[src/hdl/rcsf_pkg.sv]
// shared types, constants and field layout for the rc source failover slew arbiter
`default_nettype none

package rcsf_pkg;

    // axis layout
    localparam int PHYS_AXES  = 3;
    localparam int AXIS_COUNT = 3;
    localparam int LANE_COUNT = (AXIS_COUNT < PHYS_AXES) ? AXIS_COUNT : PHYS_AXES;

    // field widths
    localparam int PULSE_W   = 12;
    localparam int FLAGS_W   = 5;
    localparam int TS_W      = 32;
    localparam int GEN_W     = 16;
    localparam int CNT_W     = 32;
    localparam int CFG_W     = 16;
    localparam int CFG_IDX_W = 3;
    localparam int DT_W      = 10;
    localparam int RATE_W    = 16;

    // stream widths
    localparam int IN_DATA_W  = 168;
    localparam int IN_USER_W  = FLAGS_W;
    localparam int OUT_DATA_W = 112;
    localparam int OUT_USER_W = 1;

    // slew arithmetic
    localparam logic [PULSE_W-1:0] AXIS_MID = 12'd1500;
    localparam int SLEW_DIV    = 1000;
    localparam int PROD_W      = RATE_W + DT_W;
    localparam int QUO_W       = 17;
    localparam int REM_W       = 10;
    localparam int RECIP_W     = 27;
    localparam int RECIP_SHIFT = 36;
    localparam logic [63:0] RECIP_FULL =
        ((64'd1 << RECIP_SHIFT) + 64'(SLEW_DIV) - 64'd1) / 64'(SLEW_DIV);
    localparam logic [RECIP_W-1:0] RECIP_M = RECIP_FULL[RECIP_W-1:0];

    // register reset values
    localparam logic [11:0] AUTH_THR_RST  = 12'd1700;
    localparam logic [11:0] TAKEOVER_RST  = 12'd100;
    localparam logic [15:0] TIMEOUT_RST   = 16'd200;
    localparam logic [15:0] SLEW_RATE_RST = 16'd600;
    localparam logic [9:0]  MAX_DT_RST    = 10'd100;

    typedef enum logic [CFG_IDX_W-1:0] {
        CFG_AUTH_THR  = 3'd0,
        CFG_TAKEOVER  = 3'd1,
        CFG_TIMEOUT   = 3'd2,
        CFG_SLEW_RATE = 3'd3,
        CFG_MAX_DT    = 3'd4
    } t_cfg_idx;

    typedef enum logic [3:0] {
        RSN_NONE         = 4'd0,
        RSN_PHYS_INVALID = 4'd1,
        RSN_CONFIG       = 4'd2,
        RSN_DISARMED     = 4'd3,
        RSN_INHIBIT      = 4'd4,
        RSN_REVOKED      = 4'd5,
        RSN_TAKEOVER     = 4'd6,
        RSN_INVALID      = 4'd7,
        RSN_RESTART      = 4'd8,
        RSN_TIMEOUT      = 4'd9
    } t_reason;

    typedef struct packed {
        logic [11:0]       auth_thr;
        logic [11:0]       takeover;
        logic [15:0]       timeout;
        logic [RATE_W-1:0] slew_rate;
        logic [DT_W-1:0]   max_dt;
    } t_cfg;

    // per-beat context carried down the pipeline
    typedef struct packed {
        logic [PHYS_AXES-1:0][PULSE_W-1:0] phys;
        logic [PHYS_AXES-1:0][PULSE_W-1:0] tgt;
        logic [GEN_W-1:0]                  gen;
        logic                              pvalid;
        logic                              armed;
        logic                              chan_ok;
        logic                              inhibit;
        logic                              cvalid;
        logic                              authorized;
        logic                              takeover;
        logic                              fresh;
    } t_ctx;

    // rate times dt split into whole steps and a remainder
    typedef struct packed {
        logic [QUO_W-1:0] quo;
        logic [REM_W-1:0] rem;
    } t_step;

endpackage

`default_nettype wire

[src/hdl/rcsf_front.sv]
// input stage: field unpacking, gate predicates, targets and capped elapsed time
`default_nettype none

module rcsf_front (
    input  wire logic                           i_clk,
    input  wire logic                           i_rst_n,
    input  wire logic                           i_valid,
    output logic                                o_ready,
    input  wire logic [rcsf_pkg::IN_DATA_W-1:0] i_data,
    input  wire logic [rcsf_pkg::IN_USER_W-1:0] i_user,
    input  rcsf_pkg::t_cfg                      i_cfg,
    output logic                                o_valid,
    input  wire logic                           i_ready,
    output rcsf_pkg::t_ctx                      o_ctx,
    output logic [rcsf_pkg::DT_W-1:0]           o_dt
);
    import rcsf_pkg::*;

    localparam int OFF_AUTH = PHYS_AXES * PULSE_W;
    localparam int OFF_RECV = OFF_AUTH + PULSE_W;
    localparam int OFF_GEN  = OFF_RECV + TS_W;
    localparam int OFF_CAND = OFF_GEN + GEN_W;
    localparam int OFF_NOW  = OFF_CAND + PHYS_AXES * PULSE_W;

    localparam int FLAG_PVALID  = 0;
    localparam int FLAG_ARMED   = 1;
    localparam int FLAG_CHAN_OK = 2;
    localparam int FLAG_INHIBIT = 3;
    localparam int FLAG_CVALID  = 4;

    logic               r_valid;
    t_ctx               r_ctx;
    logic [DT_W-1:0]    r_dt;
    logic [TS_W-1:0]    r_prev_ms;

    t_ctx               n_ctx;
    logic [DT_W-1:0]    n_dt;
    logic               w_load;
    logic [PULSE_W-1:0] w_auth;
    logic [TS_W-1:0]    w_recv;
    logic [TS_W-1:0]    w_now;
    logic [TS_W-1:0]    w_age;
    logic [TS_W-1:0]    w_elapsed;

    function automatic logic [PULSE_W-1:0] dist_mid(input logic [PULSE_W-1:0] v);
        return (v >= AXIS_MID) ? (v - AXIS_MID) : (AXIS_MID - v);
    endfunction

    // 1500 plus signed offset, floored at zero (the top end cannot overflow)
    function automatic logic [PULSE_W-1:0] target_of(input logic [PULSE_W-1:0] off);
        logic signed [PULSE_W:0] t;
        t = $signed({1'b0, AXIS_MID}) + $signed({off[PULSE_W-1], off});
        return t[PULSE_W] ? '0 : t[PULSE_W-1:0];
    endfunction

    assign o_ready = !r_valid || i_ready;
    assign w_load  = i_valid && o_ready;

    assign w_auth    = i_data[OFF_AUTH +: PULSE_W];
    assign w_recv    = i_data[OFF_RECV +: TS_W];
    assign w_now     = i_data[OFF_NOW +: TS_W];
    assign w_age     = w_now - w_recv;
    assign w_elapsed = w_now - r_prev_ms;

    // elapsed ms since the previous beat, capped
    assign n_dt = (w_elapsed > TS_W'(i_cfg.max_dt)) ? i_cfg.max_dt : w_elapsed[DT_W-1:0];

    // unpack and evaluate predicates
    always_comb begin
        n_ctx.takeover = 1'b0;
        for (int a = 0; a < PHYS_AXES; a++) begin
            n_ctx.phys[a] = i_data[a*PULSE_W +: PULSE_W];
            n_ctx.tgt[a]  = target_of(i_data[OFF_CAND + a*PULSE_W +: PULSE_W]);
            n_ctx.takeover = n_ctx.takeover ||
                             (dist_mid(i_data[a*PULSE_W +: PULSE_W]) > i_cfg.takeover);
        end
        n_ctx.gen        = i_data[OFF_GEN +: GEN_W];
        n_ctx.pvalid     = i_user[FLAG_PVALID];
        n_ctx.armed      = i_user[FLAG_ARMED];
        n_ctx.chan_ok    = i_user[FLAG_CHAN_OK];
        n_ctx.inhibit    = i_user[FLAG_INHIBIT];
        n_ctx.cvalid     = i_user[FLAG_CVALID];
        n_ctx.authorized = (w_auth >= i_cfg.auth_thr);
        n_ctx.fresh      = i_user[FLAG_CVALID] && (w_age < TS_W'(i_cfg.timeout));
    end

    // stage valid and last timestamp
    always_ff @(posedge i_clk) begin
        if (!i_rst_n) begin
            r_valid   <= 1'b0;
            r_prev_ms <= '0;
        end else begin
            if (o_ready) begin
                r_valid <= i_valid;
            end
            if (w_load) begin
                r_prev_ms <= w_now;
            end
        end
    end

    // stage payload
    always_ff @(posedge i_clk) begin
        if (w_load) begin
            r_ctx <= n_ctx;
            r_dt  <= n_dt;
        end
    end

    assign o_valid = r_valid;
    assign o_ctx   = r_ctx;
    assign o_dt    = r_dt;

endmodule

`default_nettype wire

[src/hdl/rcsf_slew_prep.sv]
// rate times dt, then split by 1000 into whole steps and a remainder over three stages
`default_nettype none

module rcsf_slew_prep (
    input  wire logic                         i_clk,
    input  wire logic                         i_rst_n,
    input  wire logic                         i_valid,
    output logic                              o_ready,
    input  rcsf_pkg::t_ctx                    i_ctx,
    input  wire logic [rcsf_pkg::DT_W-1:0]    i_dt,
    input  wire logic [rcsf_pkg::RATE_W-1:0]  i_rate,
    output logic                              o_valid,
    input  wire logic                         i_ready,
    output rcsf_pkg::t_ctx                    o_ctx,
    output rcsf_pkg::t_step                   o_step
);
    import rcsf_pkg::*;

    logic                       r_vb;
    logic                       r_vc;
    logic                       r_vd;
    t_ctx                       r_ctx_b;
    t_ctx                       r_ctx_c;
    t_ctx                       r_ctx_d;
    logic [PROD_W-1:0]          r_prod_b;
    logic [PROD_W-1:0]          r_prod_c;
    logic [QUO_W-1:0]           r_quo_c;
    t_step                      r_step_d;

    logic                       w_rdy_b;
    logic                       w_rdy_c;
    logic                       w_rdy_d;
    logic [PROD_W-1:0]          n_prod;
    logic [PROD_W+RECIP_W-1:0]  w_recip;
    logic [QUO_W-1:0]           n_quo;
    logic [PROD_W-1:0]          w_back;
    logic [PROD_W-1:0]          w_diff;
    t_step                      n_step;

    assign w_rdy_d = !r_vd || i_ready;
    assign w_rdy_c = !r_vc || w_rdy_d;
    assign w_rdy_b = !r_vb || w_rdy_c;
    assign o_ready = w_rdy_b;

    // rate times capped dt
    assign n_prod = PROD_W'(i_rate) * PROD_W'(i_dt);

    // quotient by 1000 through the reciprocal, exact over the product range
    assign w_recip = (PROD_W+RECIP_W)'(r_prod_b) * (PROD_W+RECIP_W)'(RECIP_M);
    assign n_quo   = w_recip[RECIP_SHIFT +: QUO_W];

    // remainder from the registered quotient
    assign w_back       = PROD_W'(r_quo_c) * PROD_W'(SLEW_DIV);
    assign w_diff       = r_prod_c - w_back;
    assign n_step.quo   = r_quo_c;
    assign n_step.rem   = w_diff[REM_W-1:0];

    // stage valids
    always_ff @(posedge i_clk) begin
        if (!i_rst_n) begin
            r_vb <= 1'b0;
            r_vc <= 1'b0;
            r_vd <= 1'b0;
        end else begin
            if (w_rdy_b) begin
                r_vb <= i_valid;
            end
            if (w_rdy_c) begin
                r_vc <= r_vb;
            end
            if (w_rdy_d) begin
                r_vd <= r_vc;
            end
        end
    end

    // stage payloads
    always_ff @(posedge i_clk) begin
        if (w_rdy_b && i_valid) begin
            r_ctx_b  <= i_ctx;
            r_prod_b <= n_prod;
        end
        if (w_rdy_c && r_vb) begin
            r_ctx_c  <= r_ctx_b;
            r_prod_c <= r_prod_b;
            r_quo_c  <= n_quo;
        end
        if (w_rdy_d && r_vc) begin
            r_ctx_d  <= r_ctx_c;
            r_step_d <= n_step;
        end
    end

    assign o_valid = r_vd;
    assign o_ctx   = r_ctx_d;
    assign o_step  = r_step_d;

endmodule

`default_nettype wire

[src/hdl/rcsf_lane.sv]
// one axis slew lane: holds the axis value and its remainder, steps toward the target
`default_nettype none

module rcsf_lane (
    input  wire logic                          i_clk,
    input  wire logic                          i_rst_n,
    input  wire logic                          i_update,
    input  wire logic                          i_enter,
    input  wire logic [rcsf_pkg::PULSE_W-1:0]  i_phys,
    input  wire logic [rcsf_pkg::PULSE_W-1:0]  i_tgt,
    input  rcsf_pkg::t_step                    i_step,
    output logic [rcsf_pkg::PULSE_W-1:0]       o_value
);
    import rcsf_pkg::*;

    logic [PULSE_W-1:0] r_value;
    logic [REM_W-1:0]   r_rem;

    logic [PULSE_W-1:0] n_value;
    logic [REM_W-1:0]   n_rem;
    logic [PULSE_W-1:0] w_cur;
    logic [REM_W-1:0]   w_rem;
    logic [REM_W:0]     w_sum;
    logic               w_carry;
    logic [REM_W:0]     w_wrap;
    logic [QUO_W-1:0]   w_step;
    logic               w_up;
    logic [PULSE_W-1:0] w_delta;
    logic               w_reach;

    // entry starts from the physical pulse with a cleared remainder
    assign w_cur = i_enter ? i_phys : r_value;
    assign w_rem = i_enter ? '0 : r_rem;

    // carry the remainder into the step
    assign w_sum   = (REM_W+1)'(w_rem) + (REM_W+1)'(i_step.rem);
    assign w_carry = (w_sum >= (REM_W+1)'(SLEW_DIV));
    assign w_wrap  = w_carry ? (w_sum - (REM_W+1)'(SLEW_DIV)) : w_sum;
    assign w_step  = i_step.quo + QUO_W'(w_carry);

    assign w_up    = (w_cur < i_tgt);
    assign w_delta = w_up ? (i_tgt - w_cur) : (w_cur - i_tgt);
    assign w_reach = (QUO_W'(w_delta) <= w_step);

    // step toward the target without overshoot
    always_comb begin
        priority if (w_cur == i_tgt) begin
            n_value = w_cur;
            n_rem   = '0;
        end else if (w_step == '0) begin
            n_value = w_cur;
            n_rem   = w_wrap[REM_W-1:0];
        end else if (w_reach) begin
            n_value = i_tgt;
            n_rem   = w_wrap[REM_W-1:0];
        end else begin
            n_value = w_up ? (w_cur + w_step[PULSE_W-1:0]) : (w_cur - w_step[PULSE_W-1:0]);
            n_rem   = w_wrap[REM_W-1:0];
        end
    end

    // axis state
    always_ff @(posedge i_clk) begin
        if (!i_rst_n) begin
            r_value <= '0;
            r_rem   <= '0;
        end else if (i_update) begin
            r_value <= n_value;
            r_rem   <= n_rem;
        end
    end

    assign o_value = n_value;

endmodule

`default_nettype wire

[src/hdl/rc_source_failover_slew_arbiter_core.sv]
// top level: config registers, source arbitration, axis lanes and output register
// A result beat passes the front register, three slew stages and the output register.
// Throughput: one beat per cycle; the divide by 1000 runs ahead in three stages.
// A stalled result holds the output; earlier stages fill, then the input stalls.
// Reset is synchronous and active low: source, counters, axes and registers
// return to their defaults; no clearing pass is needed.
`default_nettype none

module rc_source_failover_slew_arbiter_core (
    input  wire logic                            i_clk,
    input  wire logic                            i_rst_n,
    // phys_roll, phys_pitch, phys_yaw, auth_pulse, cand_received_ms,
    // cand_generation, cand_roll, cand_pitch, cand_yaw, now_ms, zero pad
    input  wire logic [rcsf_pkg::IN_DATA_W-1:0]  i_s_tdata,
    // gate_flags
    input  wire logic [rcsf_pkg::IN_USER_W-1:0]  i_s_tuser,
    input  wire logic                            i_s_tvalid,
    output logic                                 o_s_tready,
    // out_roll, out_pitch, out_yaw, exit_reason, auth_active,
    // activation_total, exit_total, zero pad
    output logic [rcsf_pkg::OUT_DATA_W-1:0]      o_m_tdata,
    // virtual_active
    output logic [rcsf_pkg::OUT_USER_W-1:0]      o_m_tuser,
    output logic                                 o_m_tvalid,
    input  wire logic                            i_m_tready,
    input  wire logic                            i_cfg_we,
    input  wire logic [rcsf_pkg::CFG_IDX_W-1:0]  i_cfg_idx,
    input  wire logic [rcsf_pkg::CFG_W-1:0]      i_cfg_data
);
    import rcsf_pkg::*;

    t_cfg                               r_cfg;
    logic                               r_virtual;
    logic                               r_seen_low;
    t_reason                            r_reason;
    logic [GEN_W-1:0]                   r_session_gen;
    logic [CNT_W-1:0]                   r_entries;
    logic [CNT_W-1:0]                   r_exits;
    logic                               r_out_valid;
    logic [OUT_DATA_W-1:0]              r_out_data;
    logic [OUT_USER_W-1:0]              r_out_user;

    logic                               n_virtual;
    logic                               n_seen_low;
    t_reason                            n_reason;
    logic [GEN_W-1:0]                   n_session_gen;
    logic [CNT_W-1:0]                   n_entries;
    logic [CNT_W-1:0]                   n_exits;
    logic [OUT_DATA_W-1:0]              n_out_data;

    logic                               w_front_valid;
    logic                               w_front_ready;
    t_ctx                               w_front_ctx;
    logic [DT_W-1:0]                    w_front_dt;
    logic                               w_d_valid;
    t_ctx                               w_ctx;
    t_step                              w_step;
    logic                               w_out_ready;
    logic                               w_xfer;
    logic                               w_enter;
    t_reason                            w_exit_rsn;
    logic [PHYS_AXES-1:0][PULSE_W-1:0]  w_res;

    // configuration writes
    always_ff @(posedge i_clk) begin
        if (!i_rst_n) begin
            r_cfg.auth_thr  <= AUTH_THR_RST;
            r_cfg.takeover  <= TAKEOVER_RST;
            r_cfg.timeout   <= TIMEOUT_RST;
            r_cfg.slew_rate <= SLEW_RATE_RST;
            r_cfg.max_dt    <= MAX_DT_RST;
        end else if (i_cfg_we) begin
            unique case (i_cfg_idx)
                CFG_AUTH_THR:  r_cfg.auth_thr  <= i_cfg_data[11:0];
                CFG_TAKEOVER:  r_cfg.takeover  <= i_cfg_data[11:0];
                CFG_TIMEOUT:   r_cfg.timeout   <= i_cfg_data[15:0];
                CFG_SLEW_RATE: r_cfg.slew_rate <= i_cfg_data[RATE_W-1:0];
                CFG_MAX_DT:    r_cfg.max_dt    <= i_cfg_data[DT_W-1:0];
                default: ;
            endcase
        end
    end

    rcsf_front u_front (
        .i_clk   (i_clk),
        .i_rst_n (i_rst_n),
        .i_valid (i_s_tvalid),
        .o_ready (o_s_tready),
        .i_data  (i_s_tdata),
        .i_user  (i_s_tuser),
        .i_cfg   (r_cfg),
        .o_valid (w_front_valid),
        .i_ready (w_front_ready),
        .o_ctx   (w_front_ctx),
        .o_dt    (w_front_dt)
    );

    rcsf_slew_prep u_prep (
        .i_clk   (i_clk),
        .i_rst_n (i_rst_n),
        .i_valid (w_front_valid),
        .o_ready (w_front_ready),
        .i_ctx   (w_front_ctx),
        .i_dt    (w_front_dt),
        .i_rate  (r_cfg.slew_rate),
        .o_valid (w_d_valid),
        .i_ready (w_out_ready),
        .o_ctx   (w_ctx),
        .o_step  (w_step)
    );

    assign w_out_ready = !r_out_valid || i_m_tready;
    assign w_xfer      = w_d_valid && w_out_ready;

    // first failing condition in priority order
    always_comb begin
        priority if (!w_ctx.pvalid)                w_exit_rsn = RSN_PHYS_INVALID;
        else if (!w_ctx.chan_ok)                   w_exit_rsn = RSN_CONFIG;
        else if (!w_ctx.armed)                     w_exit_rsn = RSN_DISARMED;
        else if (w_ctx.inhibit)                    w_exit_rsn = RSN_INHIBIT;
        else if (!w_ctx.authorized)                w_exit_rsn = RSN_REVOKED;
        else if (w_ctx.takeover)                   w_exit_rsn = RSN_TAKEOVER;
        else if (!w_ctx.cvalid)                    w_exit_rsn = RSN_INVALID;
        else if (w_ctx.gen != r_session_gen)       w_exit_rsn = RSN_RESTART;
        else if (!w_ctx.fresh)                     w_exit_rsn = RSN_TIMEOUT;
        else                                       w_exit_rsn = RSN_NONE;
    end

    // source arbitration
    always_comb begin
        n_virtual     = r_virtual;
        n_seen_low    = r_seen_low || (w_ctx.pvalid && !w_ctx.authorized);
        n_reason      = r_reason;
        n_session_gen = r_session_gen;
        n_entries     = r_entries;
        n_exits       = r_exits;
        w_enter       = 1'b0;
        if (r_virtual) begin
            if (w_exit_rsn != RSN_NONE) begin
                n_virtual  = 1'b0;
                n_reason   = w_exit_rsn;
                n_seen_low = 1'b0;
                n_exits    = r_exits + CNT_W'(1);
            end
        end else if (w_ctx.pvalid && w_ctx.chan_ok && w_ctx.armed && !w_ctx.inhibit &&
                     w_ctx.authorized && n_seen_low && !w_ctx.takeover && w_ctx.fresh) begin
            n_virtual     = 1'b1;
            n_seen_low    = 1'b0;
            n_reason      = RSN_NONE;
            n_session_gen = w_ctx.gen;
            n_entries     = r_entries + CNT_W'(1);
            w_enter       = 1'b1;
        end
    end

    // axis lanes, the rest pass the physical pulse through
    for (genvar g = 0; g < PHYS_AXES; g++) begin : g_axis
        if (g < LANE_COUNT) begin : g_lane
            logic [PULSE_W-1:0] w_lane_val;

            rcsf_lane u_lane (
                .i_clk    (i_clk),
                .i_rst_n  (i_rst_n),
                .i_update (w_xfer && n_virtual),
                .i_enter  (w_enter),
                .i_phys   (w_ctx.phys[g]),
                .i_tgt    (w_ctx.tgt[g]),
                .i_step   (w_step),
                .o_value  (w_lane_val)
            );

            assign w_res[g] = n_virtual ? w_lane_val : w_ctx.phys[g];
        end else begin : g_pass
            assign w_res[g] = w_ctx.phys[g];
        end
    end

    // merge lane results and status into the result beat
    assign n_out_data = {7'b0, n_exits, n_entries, w_ctx.authorized, n_reason,
                         w_res[2], w_res[1], w_res[0]};

    // arbitration state and output valid
    always_ff @(posedge i_clk) begin
        if (!i_rst_n) begin
            r_virtual     <= 1'b0;
            r_seen_low    <= 1'b0;
            r_reason      <= RSN_NONE;
            r_session_gen <= '0;
            r_entries     <= '0;
            r_exits       <= '0;
            r_out_valid   <= 1'b0;
        end else begin
            if (w_out_ready) begin
                r_out_valid <= w_d_valid;
            end
            if (w_xfer) begin
                r_virtual     <= n_virtual;
                r_seen_low    <= n_seen_low;
                r_reason      <= n_reason;
                r_session_gen <= n_session_gen;
                r_entries     <= n_entries;
                r_exits       <= n_exits;
            end
        end
    end

    // output payload
    always_ff @(posedge i_clk) begin
        if (w_xfer) begin
            r_out_data <= n_out_data;
            r_out_user <= n_virtual;
        end
    end

    assign o_m_tvalid = r_out_valid;
    assign o_m_tdata  = r_out_data;
    assign o_m_tuser  = r_out_user;

endmodule

`default_nettype wire

[config.mk]
export PLATFORM = sky130hd
export DESIGN_NAME = rc_source_failover_slew_arbiter_core
export DESIGN_NICKNAME = d
export VERILOG_FILES = /design/src/hdl/rcsf_pkg.sv /design/src/hdl/rcsf_front.sv /design/src/hdl/rcsf_slew_prep.sv /design/src/hdl/rcsf_lane.sv /design/src/hdl/rc_source_failover_slew_arbiter_core.sv
export SDC_FILE = /design/constraint.sdc
export NUM_CORES = 2
export LEC_CHECK = 0
export BUFFER_PORTS_ARGS = -buffer_cell sky130_fd_sc_hd__buf_2
export CORE_UTILIZATION = 32
export CTS_BUF_LIST = sky130_fd_sc_hd__clkbuf_8
export DETAILED_ROUTE_END_ITERATION = 8
export GPL_ROUTABILITY_DRIVEN = 0
export RECOVER_POWER = 25
export SKIP_CTS_REPAIR_TIMING = 1
export SLEW_MARGIN = 15
export SYNTH_ARGS = -nofsm -noshare
export SYNTH_HDL_FRONTEND = slang
export SYNTH_HIERARCHICAL = 1
export SYNTH_SLANG_ARGS = --single-unit
[constraint.sdc]
create_clock -name i_clk -period 14.9 [get_ports i_clk]
set_input_delay 0.745 -clock i_clk [delete_from_list [all_inputs] [get_ports i_clk]]
set_output_delay 0.745 -clock i_clk [all_outputs]
set_load 0.1 [all_outputs]
==> out/results.ini <==
[outcome]
status=complete, no violations

[global_route]
global_route.usage.met1_pct=20.7
track_usage_pct=16.3
antenna_found_initial=40
grt_pass1_vias=46093
grt_pass1_wl_um=256000
grt_busiest_layer=met2
grt_max_degree=87
grt_use_met3_pct=2.42
groute.layer.met2.usage_pct=27.0
gr-total-overflow=0

[timing]
period_needed_ps=8960
fin_setup_tns_ps=0
finalSetupViolations=0
worst_pin_slew_ps=1220
finalMaxSlewViolations=0
max-slew-margin-rel_pct=18.7
skew_ps=58.7
fin_crit_sh_pct=60.1
hold_viol_final=0
rsz0062_at_grt=false
fmax_mhz=112

[routing]
drtPass1Iterations=6
drt_iter0_markers=3112
vias=46486
wire_per_inst_um=17.8
routed_via_density=4.98
drc=0
wirelength_um=166000
antenna_left=0

[synthesis]
synth.area.mux_share_pct=3.46
synth_compound_gate_area_share_pct=12.4
synth_edf_count=580
synth_cells=6258
synth_top_cell_area_share_pct=27.4
yosysWarnings=6
yosys.area_share.simple_pct=13.4
synth-seq-cells=835
synth_ff_type=edfxtp_1
synth_area_leaders=edfxtp_1 27%, ha_1 13%, fa_1 11%, dfxtp_1 8.0%, inv_1 4.6%
synth_top_cell_by_area=edfxtp_1
yosysSeqAreaShare_pct=35.5
syn_area_per_cell_um2=10.1
synthAdderAreaFrac_pct=24.0
synth_top_family_by_area=adder cells
synthDistinctLibCells=116
synthXorXnorAreaFrac_pct=5.23
syn_area_um2=63500
async_flop_share_pct=0

[die]
rows=163
initial_utilization_pct=32.2
die_w_um=447
die_h_um=447
core_region_area_um2=197000
die_area_um2=200000
pin_count=312

[final_layout]
drive_above_1_share_pct=9.92
final_nets=7760
area_growth_pct=11.3
fill_cells=19659

[worst_setup_path]
crit_fanout=42
worst_ep_required_time_ps=15520
start_kind=flip-flop
critical_path.slowest_cell=o41ai_4
end_kind=flip-flop
arrival_ps=9580
cpPeakStageDelay_ps=590
cp_common_cell=a21oi_1
crit_type=reg2reg

[placement]
dp_hpwl_um=129000
io_buffers=300

[power]
p_leak_nw=30.4
ir_worst_vdd_uv=1190
totalPowerFinal_mw=17.4
p_per_area_nw_per_um2=246

[run]
cap_violations=0

[clocking]
clk-insertion-delay-late_ps=880
clock_path_buffers=3
cts_made_buffers=138
cts_tree=built
path_clk_slew_ps=60
cts_max_level=4
cts_sinks=835
cts_root_buf=clkbuf_8

[hold_path]
holdCritPathClass=in2reg

[sequential cells by signal, summed over array words and instances (netlist names), 4 cells and up]
signal,count
g_axis.g_lane.u_lane/r_rem,30
g_axis.g_lane.u_lane/r_value,36
o_m_tdata,105
r_cfg,66
r_entries,32
r_exits,32
r_reason,4
r_session_gen,16
u_front/o_ctx,96
u_front/o_dt,10
u_front/r_prev_ms,32
u_prep/o_ctx,96
u_prep/o_step,27
u_prep/r_ctx_b,96
u_prep/r_ctx_c,96
u_prep/r_prod_b,26
u_prep/r_prod_c,10
u_prep/r_quo_c,17
[cells in the final DEF (no fill, tap or decap), drive strengths merged, types with 14 or more instances in the layout]
| cell | n |
|---|---|
| o21bai | 21 |
| fa | 340 |
| and3 | 45 |
| mux2i | 121 |
| o41ai | 20 |
| and2 | 103 |
| a2111oi | 22 |
| o31a | 14 |
| a31o | 14 |
| diode | 28 |
| nand4 | 77 |
| mux2 | 78 |
| nor4 | 27 |
| nor2b | 115 |
| and4 | 21 |
| ha | 675 |
| a22o | 30 |
| a21boi | 52 |
| a31oi | 30 |
| nor2 | 302 |
| a21o | 132 |
| clkbuf | 205 |
| nand2b | 46 |
| edfxtp | 580 |
| dfxtp | 255 |
| a21oi | 327 |
| nand3 | 179 |
| xnor2 | 212 |
| nand2 | 611 |
| inv | 839 |
| or3 | 40 |
| a211oi | 54 |
| o31ai | 30 |
| xor2 | 167 |
| clkinv | 38 |
| nor3 | 79 |
| o211ai | 20 |
| buf | 274 |
| o21ai | 203 |
| o21a | 48 |
[power by group]
group | switching [mW] | leakage (nW) | internal [mW]
Clock | 0.999 | 1.62 | 1.10
Sequential | 0.142 | 7.56 | 2.74
Combinational | 7.17 | 21.2 | 5.27
Total | 8.31 | 30.4 | 9.10
[per-layer routing]
layer	part of all wire, %	routed length (um)
met1	44	72200
met2	47	78700
met3	4.8	7950
met4	4.1	6740
met5	0.058	96
[cells by family after synthesis]
kind of cell,Yosys count
other,1
AND/OR/NAND/NOR,1704
buffers and inverters,975
AO/OA/AOI/OAI,1150
adder cells (fa/ha/maj),1015
flip-flops,835
multiplexers,199
XOR/XNOR,379
[final timing paths]
kind                      start  slack [ps]  cells past startpoint                 to
max             u_prep/o_ctx[4]        5940                     29      o_m_tdata[34]
min reg2reg  u_prep/r_ctx_c[89]         390                      0   u_prep/o_ctx[89]
max reg2reg     u_prep/o_ctx[4]        5940                     29      o_m_tdata[34]
min               i_s_tdata[85]         120                      1  u_front/o_ctx[13]
[critical path, delay by kind of cell (launching register included)]
family,cells,cell delay [ps]
multiplexers,1,300
XOR/XNOR,3,630
adder cells (fa/ha/maj),4,1380
flip-flops,1,450
AO/OA/AOI/OAI,14,3870
buffers and inverters,1,560
AND/OR/NAND/NOR,6,1440
[synth_stat cells (48+ instances only)]
cell,instances
mux2i_1,121
o21a_1,48
xor2_1,167
nor2b_1,115
a21boi_0,52
edfxtp_1,580
a21o_1,132
and2_1,100
ha_1,675
dfxtp_1,255
a211oi_1,51
fa_1,340
clkbuf_1,123
o21ai_0,185
nor3_1,71
a21oi_1,323
inv_1,782
nand4_1,70
nand3_1,173
nand2_1,608
xnor2_1,212
nor2_1,301
[final cells by class]
type                            instances  area [um2]  share of cell area, %
Antenna cell                           28        70.1                 0.0992
Clock buffer                          147        2020                   2.87
Clock inverter                        107         818                   1.16
Inverter                              782        2950                   4.17
Multi-Input combinational cell       4454       37200                   52.7
Sequential cell                       835       22500                   31.9
Tap cell                             2640        3300                   4.68
Timing Repair Buffer                  337        1710                   2.42
[through the flow]
stage               instances  hold WS (ps)  instance area (um2)  setup WS (ps)  utilization (%)
floorplan                6264           400                63500           4150                -
global placement         9043           400                67700           6180             34.3
detailed placement       9043           405                67700           6020             34.3
CTS                      9297         -52.5                70600           5990             35.8
global route             9328          41.7                70600           5350             35.8
finish                   9330           121                70600           5940             35.8
Note: power is estimated with default switching activity, not from simulation.
